--- src/rtl/lfpd_pkg.sv ---
// ----------------------------------------------------------------------------
// lfpd_pkg: shared types and constants of the line follower PD drive
// Field widths, sensor geometry, register codes and the motor drive helper.
// ----------------------------------------------------------------------------
package lfpd_pkg;

   // sensor geometry
   localparam int SENSOR_COUNT = 7;
   localparam int SENSOR_W     = 10;
   localparam int CENTER       = (SENSOR_COUNT - 1) / 2;
   localparam int CNT_W        = $clog2(SENSOR_COUNT + 1);
   localparam int POS_W        = 5;    // holds -CENTER .. SENSOR_COUNT-CENTER

   // weighted sum stays within +-60 for the seven sensor geometry
   localparam int SUM_W        = 10;
   localparam int MAG_W        = SUM_W - 1;

   // error path
   localparam int ERR_W        = 7;
   localparam int DIFF_W       = ERR_W + 1;
   localparam int GAIN_W       = 4;
   localparam int PROD_W       = 12;
   localparam int PD_W         = PROD_W + 1;
   localparam int SPEED_W      = 9;
   localparam int DRIVE_W      = PD_W + 1;
   localparam int DUTY_W       = 8;
   localparam int THR_W        = 10;

   // sequencer step counter covers the scan and the divider
   localparam int MAX_STEPS    = (SENSOR_COUNT > MAG_W) ? SENSOR_COUNT : MAG_W;
   localparam int STEP_W       = $clog2(MAX_STEPS);

   // stream and register port widths
   localparam int REQ_W        = ((SENSOR_COUNT * SENSOR_W + 7) / 8) * 8;
   localparam int RSP_W        = 32;
   localparam int CSR_ADDR_W   = 2;
   localparam int CSR_DATA_W   = 10;

   // limits
   localparam logic signed [ERR_W-1:0]   ERR_MAX     = ERR_W'(63);
   localparam logic signed [ERR_W-1:0]   ERR_MIN     = ERR_W'(-64);
   localparam logic signed [ERR_W-1:0]   LOST_HIGH   = ERR_W'(20);
   localparam logic signed [ERR_W-1:0]   LOST_LOW    = ERR_W'(-20);
   localparam logic signed [ERR_W-1:0]   LOST_RIGHT  = ERR_W'(40);
   localparam logic signed [ERR_W-1:0]   LOST_LEFT   = ERR_W'(-40);
   localparam logic signed [DRIVE_W-1:0] DRIVE_HI    = DRIVE_W'(250);
   localparam logic signed [DRIVE_W-1:0] DRIVE_LO    = DRIVE_W'(-250);
   localparam logic [DUTY_W-1:0]         DUTY_MAX    = DUTY_W'(250);

   // overshoot side codes
   localparam logic [1:0] SIDE_NONE  = 2'd0;
   localparam logic [1:0] SIDE_LEFT  = 2'd1;
   localparam logic [1:0] SIDE_RIGHT = 2'd2;

   // register reset values
   localparam logic [THR_W-1:0]          THR_RESET   = '0;
   localparam logic [GAIN_W-1:0]         PGAIN_RESET = GAIN_W'(2);
   localparam logic [GAIN_W-1:0]         DGAIN_RESET = GAIN_W'(2);
   localparam logic signed [SPEED_W-1:0] BASE_RESET  = SPEED_W'(100);

   typedef enum logic [CSR_ADDR_W-1:0] {
      REG_THRESHOLD  = 2'd0,
      REG_PROP_GAIN  = 2'd1,
      REG_DERIV_GAIN = 2'd2,
      REG_BASE_SPEED = 2'd3
   } csr_reg_type;

   typedef struct packed {
      logic load;
      logic scan;
      logic div_init;
      logic div_step;
      logic err;
      logic mul;
      logic pd;
      logic drive;
   } lfpd_cmd_type;

   typedef struct packed {
      logic out_busy;
   } lfpd_sts_type;

   typedef struct packed {
      logic              fwd;
      logic [DUTY_W-1:0] duty;
   } lfpd_drive_type;

   // saturate a drive value to +-250 and split it into duty and direction
   function automatic lfpd_drive_type drive_out(input logic signed [DRIVE_W-1:0] v);
      lfpd_drive_type d;
      if (v > DRIVE_HI) begin
         d.duty = DUTY_MAX;
         d.fwd  = 1'b1;
      end else if (v < DRIVE_LO) begin
         d.duty = DUTY_MAX;
         d.fwd  = 1'b0;
      end else if (v[DRIVE_W-1]) begin
         d.duty = DUTY_W'(-v);
         d.fwd  = 1'b0;
      end else begin
         d.duty = DUTY_W'(v);
         d.fwd  = (v != '0);
      end
      return d;
   endfunction

endpackage

--- src/rtl/lfpd_ctrl.sv ---
// ----------------------------------------------------------------------------
// lfpd_ctrl: sequencer of the line follower PD drive
// Walks one scan through sensor accumulation, division, error update,
// gain multiply, PD sum and output drive.
// ----------------------------------------------------------------------------
module lfpd_ctrl (
   input  logic                  clock,
   input  logic                  reset,
   input  logic                  req_tvalid,
   output logic                  req_tready,
   input  lfpd_pkg::lfpd_sts_type sts,
   output lfpd_pkg::lfpd_cmd_type cmd
);

   typedef enum logic [2:0] {
      ST_IDLE,
      ST_SCAN,
      ST_DIVINIT,
      ST_DIV,
      ST_ERR,
      ST_MUL,
      ST_PD,
      ST_DRIVE
   } state_type;

   state_type                   state_ff, state_in;
   logic [lfpd_pkg::STEP_W-1:0] step_ff, step_in;
   logic                        ready_ff, ready_in;
   logic                        accept;

   // hold off transfers while reset is high
   assign req_tready = ready_ff && !reset;
   assign accept     = req_tvalid && req_tready;

   always_comb begin
      cmd          = '0;
      cmd.load     = accept;
      cmd.scan     = (state_ff == ST_SCAN);
      cmd.div_init = (state_ff == ST_DIVINIT);
      cmd.div_step = (state_ff == ST_DIV);
      cmd.err      = (state_ff == ST_ERR);
      cmd.mul      = (state_ff == ST_MUL);
      cmd.pd       = (state_ff == ST_PD);
      cmd.drive    = (state_ff == ST_DRIVE) && !sts.out_busy;
   end

   always_comb begin
      state_in = state_ff;
      step_in  = step_ff;
      ready_in = ready_ff;
      unique case (state_ff)
         ST_IDLE: begin
            if (accept) begin
               state_in = ST_SCAN;
               step_in  = lfpd_pkg::STEP_W'(lfpd_pkg::SENSOR_COUNT - 1);
               ready_in = 1'b0;
            end
         end
         ST_SCAN: begin
            if (step_ff == '0) state_in = ST_DIVINIT;
            else               step_in  = step_ff - 1'b1;
         end
         ST_DIVINIT: begin
            state_in = ST_DIV;
            step_in  = lfpd_pkg::STEP_W'(lfpd_pkg::MAG_W - 1);
         end
         ST_DIV: begin
            if (step_ff == '0) state_in = ST_ERR;
            else               step_in  = step_ff - 1'b1;
         end
         ST_ERR:  state_in = ST_MUL;
         ST_MUL:  state_in = ST_PD;
         ST_PD:   state_in = ST_DRIVE;
         ST_DRIVE: begin
            // hold until the output register is free
            if (!sts.out_busy) begin
               state_in = ST_IDLE;
               ready_in = 1'b1;
            end
         end
         default: state_in = ST_IDLE;
      endcase
   end

   always_ff @(posedge clock) begin
      if (reset) begin
         state_ff <= ST_IDLE;
         step_ff  <= '0;
         ready_ff <= 1'b1;
      end else begin
         state_ff <= state_in;
         step_ff  <= step_in;
         ready_ff <= ready_in;
      end
   end

endmodule

--- src/rtl/lfpd_dp.sv ---
// ----------------------------------------------------------------------------
// lfpd_dp: datapath of the line follower PD drive
// Configuration registers, serial sensor accumulation, restoring divider,
// error and overshoot state, gain multipliers and the output register.
// ----------------------------------------------------------------------------
module lfpd_dp (
   input  logic                              clock,
   input  logic                              reset,
   input  lfpd_pkg::lfpd_cmd_type            cmd,
   output lfpd_pkg::lfpd_sts_type            sts,
   input  logic [lfpd_pkg::REQ_W-1:0]        req_tdata,
   output logic                              rsp_tvalid,
   input  logic                              rsp_tready,
   output logic [lfpd_pkg::RSP_W-1:0]        rsp_tdata,
   input  logic                              csr_valid,
   input  logic [lfpd_pkg::CSR_ADDR_W-1:0]   csr_index,
   input  logic [lfpd_pkg::CSR_DATA_W-1:0]   csr_wdata
);

   localparam int SENS_BITS = lfpd_pkg::SENSOR_COUNT * lfpd_pkg::SENSOR_W;

   // configuration
   logic [lfpd_pkg::THR_W-1:0]          thr_ff;
   logic [lfpd_pkg::GAIN_W-1:0]         pgain_ff;
   logic [lfpd_pkg::GAIN_W-1:0]         dgain_ff;
   logic signed [lfpd_pkg::SPEED_W-1:0] base_ff;

   // scan accumulation
   logic [SENS_BITS-1:0]                sens_ff, sens_in;
   logic signed [lfpd_pkg::POS_W-1:0]   pos_ff, pos_in;
   logic signed [lfpd_pkg::SUM_W-1:0]   sum_ff, sum_in;
   logic [lfpd_pkg::CNT_W-1:0]          cnt_ff, cnt_in;
   logic                                half_ff, half_in;

   // divider
   logic [lfpd_pkg::MAG_W-1:0]          quo_ff, quo_in;
   logic [lfpd_pkg::CNT_W-1:0]          rem_ff, rem_in;
   logic                                neg_ff, neg_in;

   // loop state
   logic signed [lfpd_pkg::ERR_W-1:0]   last_ff, last_in;
   logic signed [lfpd_pkg::ERR_W-1:0]   prev_ff, prev_in;
   logic [1:0]                          flag_ff, flag_in;

   // error and PD terms
   logic signed [lfpd_pkg::ERR_W-1:0]   err_ff, err_in;
   logic signed [lfpd_pkg::DIFF_W-1:0]  diff_ff, diff_in;
   logic                                lost_ff, lost_in;
   logic signed [lfpd_pkg::PROD_W-1:0]  pterm_ff, pterm_in;
   logic signed [lfpd_pkg::PROD_W-1:0]  dterm_ff, dterm_in;
   logic signed [lfpd_pkg::PD_W-1:0]    pd_ff, pd_in;

   // output register
   logic                                rsp_valid_ff, rsp_valid_in;
   logic [lfpd_pkg::RSP_W-1:0]          rsp_data_ff, rsp_data_in;

   // scratch
   logic signed [lfpd_pkg::SUM_W-1:0]   pos_ext, term5, term;
   logic                                lit;
   logic [lfpd_pkg::CNT_W:0]            trial;
   logic signed [lfpd_pkg::ERR_W-1:0]   quot_err, err_v;
   logic [1:0]                          flag_v;
   logic signed [lfpd_pkg::DRIVE_W-1:0] left_v, right_v;
   lfpd_pkg::lfpd_drive_type            left_d, right_d;

   assign sts.out_busy = rsp_valid_ff && !rsp_tready;
   assign rsp_tvalid   = rsp_valid_ff;
   assign rsp_tdata    = rsp_data_ff;

   always_ff @(posedge clock) begin
      if (reset) begin
         thr_ff   <= lfpd_pkg::THR_RESET;
         pgain_ff <= lfpd_pkg::PGAIN_RESET;
         dgain_ff <= lfpd_pkg::DGAIN_RESET;
         base_ff  <= lfpd_pkg::BASE_RESET;
      end else if (csr_valid) begin
         unique case (lfpd_pkg::csr_reg_type'(csr_index))
            lfpd_pkg::REG_THRESHOLD:  thr_ff   <= csr_wdata[lfpd_pkg::THR_W-1:0];
            lfpd_pkg::REG_PROP_GAIN:  pgain_ff <= csr_wdata[lfpd_pkg::GAIN_W-1:0];
            lfpd_pkg::REG_DERIV_GAIN: dgain_ff <= csr_wdata[lfpd_pkg::GAIN_W-1:0];
            lfpd_pkg::REG_BASE_SPEED: base_ff  <= csr_wdata[lfpd_pkg::SPEED_W-1:0];
            default: ;
         endcase
      end
   end

   // current sensor weight: position times 5 in overshoot, times 10 otherwise
   always_comb begin
      pos_ext = lfpd_pkg::SUM_W'(pos_ff);
      term5   = (pos_ext <<< 2) + pos_ext;
      term    = half_ff ? term5 : (term5 <<< 1);
      lit     = sens_ff[lfpd_pkg::SENSOR_W-1:0] > thr_ff;
      trial   = {rem_ff, quo_ff[lfpd_pkg::MAG_W-1]};
   end

   // signed, clamped quotient
   always_comb begin
      if (neg_ff) begin
         if (quo_ff > lfpd_pkg::MAG_W'(64)) quot_err = lfpd_pkg::ERR_MIN;
         else                               quot_err = lfpd_pkg::ERR_W'(-quo_ff);
      end else begin
         if (quo_ff > lfpd_pkg::MAG_W'(63)) quot_err = lfpd_pkg::ERR_MAX;
         else                               quot_err = lfpd_pkg::ERR_W'(quo_ff);
      end
   end

   // error selection and overshoot tracking
   always_comb begin
      flag_v = flag_ff;
      if (cnt_ff != '0) begin
         err_v = quot_err;
      end else if (last_ff < lfpd_pkg::LOST_LOW) begin
         err_v  = lfpd_pkg::LOST_LEFT;
         flag_v = lfpd_pkg::SIDE_LEFT;
      end else if (last_ff > lfpd_pkg::LOST_HIGH) begin
         err_v  = lfpd_pkg::LOST_RIGHT;
         flag_v = lfpd_pkg::SIDE_RIGHT;
      end else begin
         err_v = '0;
      end
      // clear once the error is back on the other side of center
      if (flag_v == lfpd_pkg::SIDE_LEFT && !err_v[lfpd_pkg::ERR_W-1])
         flag_v = lfpd_pkg::SIDE_NONE;
      else if (flag_v == lfpd_pkg::SIDE_RIGHT && (err_v[lfpd_pkg::ERR_W-1] || err_v == '0))
         flag_v = lfpd_pkg::SIDE_NONE;
   end

   always_comb begin
      left_v  = lfpd_pkg::DRIVE_W'(base_ff) + lfpd_pkg::DRIVE_W'(pd_ff);
      right_v = lfpd_pkg::DRIVE_W'(base_ff) - lfpd_pkg::DRIVE_W'(pd_ff);
      left_d  = lfpd_pkg::drive_out(left_v);
      right_d = lfpd_pkg::drive_out(right_v);
   end

   always_comb begin
      sens_in      = sens_ff;
      pos_in       = pos_ff;
      sum_in       = sum_ff;
      cnt_in       = cnt_ff;
      half_in      = half_ff;
      quo_in       = quo_ff;
      rem_in       = rem_ff;
      neg_in       = neg_ff;
      last_in      = last_ff;
      prev_in      = prev_ff;
      flag_in      = flag_ff;
      err_in       = err_ff;
      diff_in      = diff_ff;
      lost_in      = lost_ff;
      pterm_in     = pterm_ff;
      dterm_in     = dterm_ff;
      pd_in        = pd_ff;
      rsp_valid_in = rsp_valid_ff;
      rsp_data_in  = rsp_data_ff;

      if (cmd.load) begin
         sens_in = req_tdata[SENS_BITS-1:0];
         pos_in  = lfpd_pkg::POS_W'(-lfpd_pkg::CENTER);
         sum_in  = '0;
         cnt_in  = '0;
         half_in = (flag_ff != lfpd_pkg::SIDE_NONE);
      end

      if (cmd.scan) begin
         if (lit) begin
            sum_in = sum_ff + term;
            cnt_in = cnt_ff + 1'b1;
         end
         sens_in = sens_ff >> lfpd_pkg::SENSOR_W;
         pos_in  = pos_ff + 1'b1;
      end

      if (cmd.div_init) begin
         neg_in = sum_ff[lfpd_pkg::SUM_W-1];
         quo_in = sum_ff[lfpd_pkg::SUM_W-1] ? lfpd_pkg::MAG_W'(-sum_ff)
                                           : lfpd_pkg::MAG_W'(sum_ff);
         rem_in = '0;
      end

      // one quotient bit per step, shifted in behind the dividend
      if (cmd.div_step) begin
         if (trial >= {1'b0, cnt_ff}) begin
            rem_in = lfpd_pkg::CNT_W'(trial - {1'b0, cnt_ff});
            quo_in = {quo_ff[lfpd_pkg::MAG_W-2:0], 1'b1};
         end else begin
            rem_in = trial[lfpd_pkg::CNT_W-1:0];
            quo_in = {quo_ff[lfpd_pkg::MAG_W-2:0], 1'b0};
         end
      end

      if (cmd.err) begin
         err_in  = err_v;
         lost_in = (cnt_ff == '0);
         flag_in = flag_v;
         diff_in = lfpd_pkg::DIFF_W'(err_v) - lfpd_pkg::DIFF_W'(prev_ff);
         prev_in = err_v;
         if (cnt_ff != '0) last_in = err_v;
      end

      if (cmd.mul) begin
         pterm_in = lfpd_pkg::PROD_W'($signed({1'b0, pgain_ff})) * lfpd_pkg::PROD_W'(err_ff);
         dterm_in = lfpd_pkg::PROD_W'($signed({1'b0, dgain_ff})) * lfpd_pkg::PROD_W'(diff_ff);
      end

      if (cmd.pd) begin
         pd_in = lfpd_pkg::PD_W'(pterm_ff) + lfpd_pkg::PD_W'(dterm_ff);
      end

      if (rsp_tready) rsp_valid_in = 1'b0;
      if (cmd.drive) begin
         rsp_valid_in = 1'b1;
         rsp_data_in  = {4'b0, flag_ff, lost_ff, err_ff,
                         right_d.fwd, right_d.duty, left_d.fwd, left_d.duty};
      end
   end

   always_ff @(posedge clock) begin
      if (reset) begin
         last_ff      <= '0;
         prev_ff      <= '0;
         flag_ff      <= lfpd_pkg::SIDE_NONE;
         rsp_valid_ff <= 1'b0;
      end else begin
         last_ff      <= last_in;
         prev_ff      <= prev_in;
         flag_ff      <= flag_in;
         rsp_valid_ff <= rsp_valid_in;
      end
   end

   always_ff @(posedge clock) begin
      sens_ff     <= sens_in;
      pos_ff      <= pos_in;
      sum_ff      <= sum_in;
      cnt_ff      <= cnt_in;
      half_ff     <= half_in;
      quo_ff      <= quo_in;
      rem_ff      <= rem_in;
      neg_ff      <= neg_in;
      err_ff      <= err_in;
      diff_ff     <= diff_in;
      lost_ff     <= lost_in;
      pterm_ff    <= pterm_in;
      dterm_ff    <= dterm_in;
      pd_ff       <= pd_in;
      rsp_data_ff <= rsp_data_in;
   end

endmodule

--- src/rtl/line_follower_pd_drive.sv ---
// ----------------------------------------------------------------------------
// line_follower_pd_drive: PD steering for a seven sensor line follower
// One scan of sensor readings in, one pair of motor commands out.
// ----------------------------------------------------------------------------
// Usage:
//   req_* carries one scan per transfer. rsp_* returns one result per scan:
//   duty and direction for both motors, the line error, a line lost flag and
//   the overshoot side. csr_* writes threshold, gains and base speed; write
//   it only while no scan is in flight. csr_ready is high outside reset.
// Timing:
//   The sequencer handles one scan at a time. The sensors are accumulated
//   one per cycle, the divider is set up and then yields one quotient bit
//   per cycle (MAG_W bits), then error, multiply, PD sum and drive follow
//   in turn. The result shows on rsp_tvalid in the same cycle as req_tready
//   rises, so a new scan is only taken once the last one is through.
// Reset:
//   Registers go to their defaults, the loop state clears, no result is held.
//   req_tready and csr_ready stay low while reset is high.
// Stall:
//   A result waits in the output register while rsp_tready is low; the next
//   scan is accepted and computed meanwhile and waits at its drive step.
// ----------------------------------------------------------------------------
module line_follower_pd_drive (
   input  logic                            clock,
   input  logic                            reset,
   input  logic                            req_tvalid,
   output logic                            req_tready,
   // sensor_0 [9:0], sensor_1 .. sensor_6 upward in 10-bit steps, zero pad
   input  logic [lfpd_pkg::REQ_W-1:0]      req_tdata,
   output logic                            rsp_tvalid,
   input  logic                            rsp_tready,
   // left_duty[7:0], left_forward[8], right_duty[16:9], right_forward[17],
   // line_error[24:18], line_lost[25], overshoot_side[27:26], zero pad
   output logic [lfpd_pkg::RSP_W-1:0]      rsp_tdata,
   input  logic                            csr_valid,
   output logic                            csr_ready,
   input  logic [lfpd_pkg::CSR_ADDR_W-1:0] csr_index,
   input  logic [lfpd_pkg::CSR_DATA_W-1:0] csr_wdata
);

   lfpd_pkg::lfpd_cmd_type cmd;
   lfpd_pkg::lfpd_sts_type sts;

   assign csr_ready = !reset;

   lfpd_ctrl u_ctrl (
      .clock      (clock),
      .reset      (reset),
      .req_tvalid (req_tvalid),
      .req_tready (req_tready),
      .sts        (sts),
      .cmd        (cmd)
   );

   lfpd_dp u_dp (
      .clock      (clock),
      .reset      (reset),
      .cmd        (cmd),
      .sts        (sts),
      .req_tdata  (req_tdata),
      .rsp_tvalid (rsp_tvalid),
      .rsp_tready (rsp_tready),
      .rsp_tdata  (rsp_tdata),
      .csr_valid  (csr_valid),
      .csr_index  (csr_index),
      .csr_wdata  (csr_wdata)
   );

endmodule

--- config.mk ---
export PLATFORM = sky130hd
export DESIGN_NAME = line_follower_pd_drive
export DESIGN_NICKNAME = d
export VERILOG_FILES = /design/src/rtl/lfpd_pkg.sv /design/src/rtl/lfpd_ctrl.sv /design/src/rtl/lfpd_dp.sv /design/src/rtl/line_follower_pd_drive.sv
export SDC_FILE = /design/constraint.sdc
export NUM_CORES = 1
export LEC_CHECK = 0
export ABC_AREA = 1
export BUFFER_PORTS_ARGS = -buffer_cell sky130_fd_sc_hd__buf_2
export CAP_MARGIN = 40
export CORE_AREA = 3 3 185 187
export CTS_BUF_LIST = sky130_fd_sc_hd__clkbuf_16
export CTS_CLUSTER_DIAMETER = 150
export DETAILED_ROUTE_END_ITERATION = 12
export DIE_AREA = 0 0 188 190
export PLACE_DENSITY = 0.73
export SYNTH_ARGS = -nofsm -noshare
export SYNTH_HDL_FRONTEND = slang
export SYNTH_SLANG_ARGS = --single-unit
--- constraint.sdc ---
create_clock -name clock -period 3.5 [get_ports clock]
set_input_delay 0.525 -clock clock [delete_from_list [all_inputs] [get_ports clock]]
set_output_delay 0.525 -clock clock [all_outputs]
set_load 0.02 [all_outputs]
==> summary.md <==
| Metric | Value |
|---|---|
| Post-Route Utilization | between 50% and 60% |
| Critical Path AT | approximately 3700 ps |
| Worst Reg-to-Reg Cells | 15 |
| Worst setup SP type | flop |
| Most common library cells after synthesis | sky130_fd_sc_hd__nand2_1 (453), sky130_fd_sc_hd__inv_1 (282), sky130_fd_sc_hd__edfxtp_1 (160), sky130_fd_sc_hd__ha_1 (124), sky130_fd_sc_hd__nor2_1 (114) |
| Area leader, netlist | sky130_fd_sc_hd__edfxtp_1 |
| Share of synthesized registers carrying an async set or reset | 0% |
| Seq/Total Area, Yosys | 41.4% |
| Worst stage delay on the critical path | 540 ps |
| Global placement routability congestion | just under 0.9 |
| Class of the tightest hold or removal check | primary input to flop |
| Row count | 66 |
| IO Count | 124 |
| Synth Register Bits | between 200 and 250 |
| Average wire per standard cell | roughly 14 microns |
| Final Hold Viols | 0 |
| Post-DP HPWL | around 25 mm |
| Portion of synthesized cell area occupied by the leading cell type | 31.5% |
| # DRC | 0 |
| TritonCTS clock tree | yes |
| Number of instances in the synthesized netlist | 1,817 |
| Routing usage on met3 | 2.08% |
| # nets final | 2,210 |
| Critical Path Sink Type | flop |
| Setup TNS | 0 ps |
| Max-capacitance violation count | 0 |
| Buffers on Ports | ~120 |
| Clock root buffer | sky130_fd_sc_hd__clkbuf_16 |
| Fin crit share | 99.0% |
| CTS clock-pin slew for the worst setup and hold paths | 60 ps |
| Starting density of the core | 46.7% |
| CP Data Required Time | 3780 ps |
| Final period demand of the worst path | 3460 ps |
| Most common cell type on the critical path | sky130_fd_sc_hd__inv_1 |
| Number of placed instances, taps included | ~2,400 |
| Post-synth EDFFs | 160 |
| Number of max-slew violations in the final report | 0 |
| Routed Antenna Nets | 0 |
| Via count of the first global-routing pass | 11,800 |
| DR vias/cell | about 5 |
| Global-route layer with the greatest usage | met2 |
| Die Y | ~190 microns |
| First-pass GRT wire length | 54.2 mm |
| Critical Path, Cell by Cell | nand2_1 -> inv_1 -> ha_1 -> inv_1 -> fa_1 -> fa_1 -> inv_1 -> ha_2 -> a21oi_2 -> o21ai_1 -> a21oi_1 -> nor2_1 -> o21ai_1 -> nand2_1 -> xor2_1 |
| Skew final | 19.2 ps |
| Worst vdd rail ir drop | 0.524 mV |
| Met1 Usage GRT | 21.1% |
| Area growth from synthesis to layout | 14.7% |
| Cell family contributing the most delay on the critical path | adder cells |
| Total gr overflow | 0 |
| Syn_area_per_cell | 8.39 sq um |
| Number of buffers on the longest clock path | 3 |
| Worst path bufs/invs | 3 |
| Unrepaired setup endpoints after global routing | true |
| Unique masters post-synth | 50 |
| Relative slew slack | 42.3% |
| TritonCTS buffer count | 27 |
| Worst hold path startpoint | req_tdata[36] |
| Status | completed |
| Most used flip-flop cell after synthesis | sky130_fd_sc_hd__edfxtp_1 |
| Largest driver fanout on the critical path | 5 |
| Count of cells along the worst hold path | 3 |
| P per Cell Area | 482 nW/um^2 |
| Final-layout worst hold slack | 249 ps |
| Share of post-route cells with drive strength above 1 | ~15% |
| Slew at the pin closest to its max-slew limit | 860 ps |
| Reg-to-Reg End | u_dp.pterm_ff[9] |
| Number of standard cells in the final layout excluding fillers | 2,423 |
| Number of sinks driven by the clock tree | approximately 240 |
| Maximum clock frequency | 289 MHz |
| Crit Path Class | flop to flop |
| Most instantiated library cell after synthesis | sky130_fd_sc_hd__nand2_1 |
| Count of fill cells added during filler insertion | about 2,900 |
| Final setup violation count | 0 |
| Core area | about 33,000 sq um |
| Multi-input gate area | between 7000 and 8000 sq um |
| DRT Wirelength | 32.9 mm |
| Overall track demand over capacity in global routing | a little under a fifth |
| Reg2reg start | u_dp.err_ff[2] |
| Storage element area | around 6300 sq um |
| Synthesis Warnings | 0 |
| Slowest cell on the critical path | sky130_fd_sc_hd__fa_1 |
| GR met2 Demand/Resource | roughly 34% |
| Hold-critical path endpoint | u_dp.sens_ff[36] |
| Top area cells in the synthesized netlist | sky130_fd_sc_hd__edfxtp_1 (32%), sky130_fd_sc_hd__nand2_1 (11%), sky130_fd_sc_hd__ha_1 (10%), sky130_fd_sc_hd__dfxtp_1 (9.9%), sky130_fd_sc_hd__inv_1 (6.9%) |
| Insertion delay of the later-clocked pin in the worst-skew pair | ~540 ps |
| Largest net degree at the start of global routing | 55 |
| Mapped Area | 15,200 sq um |
| Antenna violations before repair | 1 |
| Via total after detailed routing | 11,900 |
| CTS HTree Levels | 1 |
| Setup slack, reg-to-reg | 40 ps |
| Number of DRC markers in iteration 0 | ~800 |
| Area enclosed by the die boundary | about 36,000 sq um |
| Die width | approximately 190 microns |
| Static power due to leakage | around 8.4 nW |
| DR pass1 iterations | 5 |
registers in the layout (all words and copies together), names as in the netlist, 10 cells and up:
| register | count |
|---|---|
| u_dp.sens_ff | 70 |
| u_dp.rsp_tdata | 28 |
| u_dp.pd_ff | 13 |
| u_dp.dterm_ff | 12 |
| u_dp.pterm_ff | 12 |
| u_dp.sum_ff | 10 |
| u_dp.thr_ff | 10 |
how the worst max path moves through the flow:
stage / startpoint / end / slack, ps / cells past startpoint
floorplan: u_dp.dgain_ff[2] / u_dp.dterm_ff[10] / 10 / 17
global placement: u_dp.diff_ff[2] / u_dp.dterm_ff[10] / -10 / 16
detailed placement: u_dp.diff_ff[2] / u_dp.dterm_ff[10] / -70 / 16
CTS: u_dp.diff_ff[3] / u_dp.dterm_ff[11] / 0.8 / 19
global route: u_dp.diff_ff[3] / u_dp.dterm_ff[11] / -140 / 19
finish: u_dp.err_ff[2] / u_dp.pterm_ff[9] / 40 / 15
final cells by class:
class | instances | share of cell area [%]
inverters | 298 | 6.41
clock inverters | 22 | 0.723
well taps | 442 | 3.16
repair buffers | 156 | 5.18
multi-input cells | 1241 | 44.4
clock buffers | 28 | 4.01
diodes | 1 | 0.0143
flip-flops and latches | 235 | 36.1
worst reg2reg max path, cell delays in order, from the launching register on:
cell	delay (ps)
sky130_fd_sc_hd__edfxtp_1	430
sky130_fd_sc_hd__nand2_1	90
sky130_fd_sc_hd__inv_1	40
sky130_fd_sc_hd__ha_1	280
sky130_fd_sc_hd__inv_1	80
sky130_fd_sc_hd__fa_1	440
sky130_fd_sc_hd__fa_1	540
sky130_fd_sc_hd__inv_1	40
sky130_fd_sc_hd__ha_2	320
sky130_fd_sc_hd__a21oi_2	190
sky130_fd_sc_hd__o21ai_1	100
sky130_fd_sc_hd__a21oi_1	230
sky130_fd_sc_hd__nor2_1	70
sky130_fd_sc_hd__o21ai_1	130
sky130_fd_sc_hd__nand2_1	80
sky130_fd_sc_hd__xor2_1	130
routing by layer:
layer  vias up  share of wire (%)
met1      5459                 41
met4         0                3.4
met5         -                  0
met2       226                 52
met3        71                3.2
li1       6147                  -
logic make-up (layout without fill, tap and decap cells):
family,after synthesis,count (layout),synth area share [%]
compound gates,265,265,9.51
simple gates,725,725,20.0
xor+xnor,84,84,4.98
other cells,1,5,0.0246
flops,235,235,41.4
buf+inv,344,504,8.92
fa+ha+maj,162,162,15.2
mux,1,1,0.0657
cells in the final DEF, fill, tap and decap left out, drive strengths merged, types with 2 or more instances in the layout:
| master | instances |
|---|---|
| o2111ai | 4 |
| a211oi | 3 |
| o21ai | 117 |
| a21oi | 107 |
| a21o | 4 |
| edfxtp | 160 |
| clkinv | 12 |
| nand2 | 469 |
| inv | 306 |
| clkbuf | 28 |
| and2 | 2 |
| buf | 156 |
| fa | 38 |
| nand3 | 88 |
| o21a | 3 |
| clkinvlp | 2 |
| o211ai | 2 |
| conb | 4 |
| a221oi | 2 |
| or2 | 3 |
| nor3 | 18 |
| xnor2 | 19 |
| xor2 | 65 |
| ha | 124 |
| o21bai | 8 |
| nor2 | 123 |
| dfxtp | 75 |
| nand4 | 11 |
| nand3b | 8 |
| o31ai | 5 |
| nor4 | 2 |
| a31oi | 7 |
power breakdown:
part / switching [mW] / internal [mW]
clock network: 1.12 / 1.46
logic: 1.40 / 0.835
registers: 0.191 / 3.42
what timing repair did:
item                       4_1_cts  5_1_grt
resized for setup                8       27
buffers inserted                 2        6
gates cloned                     0        0
pin swaps                        0       19
setup endpoints to repair        4        8
hold buffers                     0        0
per-stage QoR:
step,area [sq um],power (mW),worst slack (ps)
2_1_floorplan,15300,5.30,14.2
6_report,17500,8.42,35.4
4_1_cts,17300,8.47,0.759
3_5_place_dp,16400,5.85,-73.2
3_3_place_gp,16400,5.74,-10.6
5_1_grt,17500,8.99,-140
(Power assumes the default switching activity.)
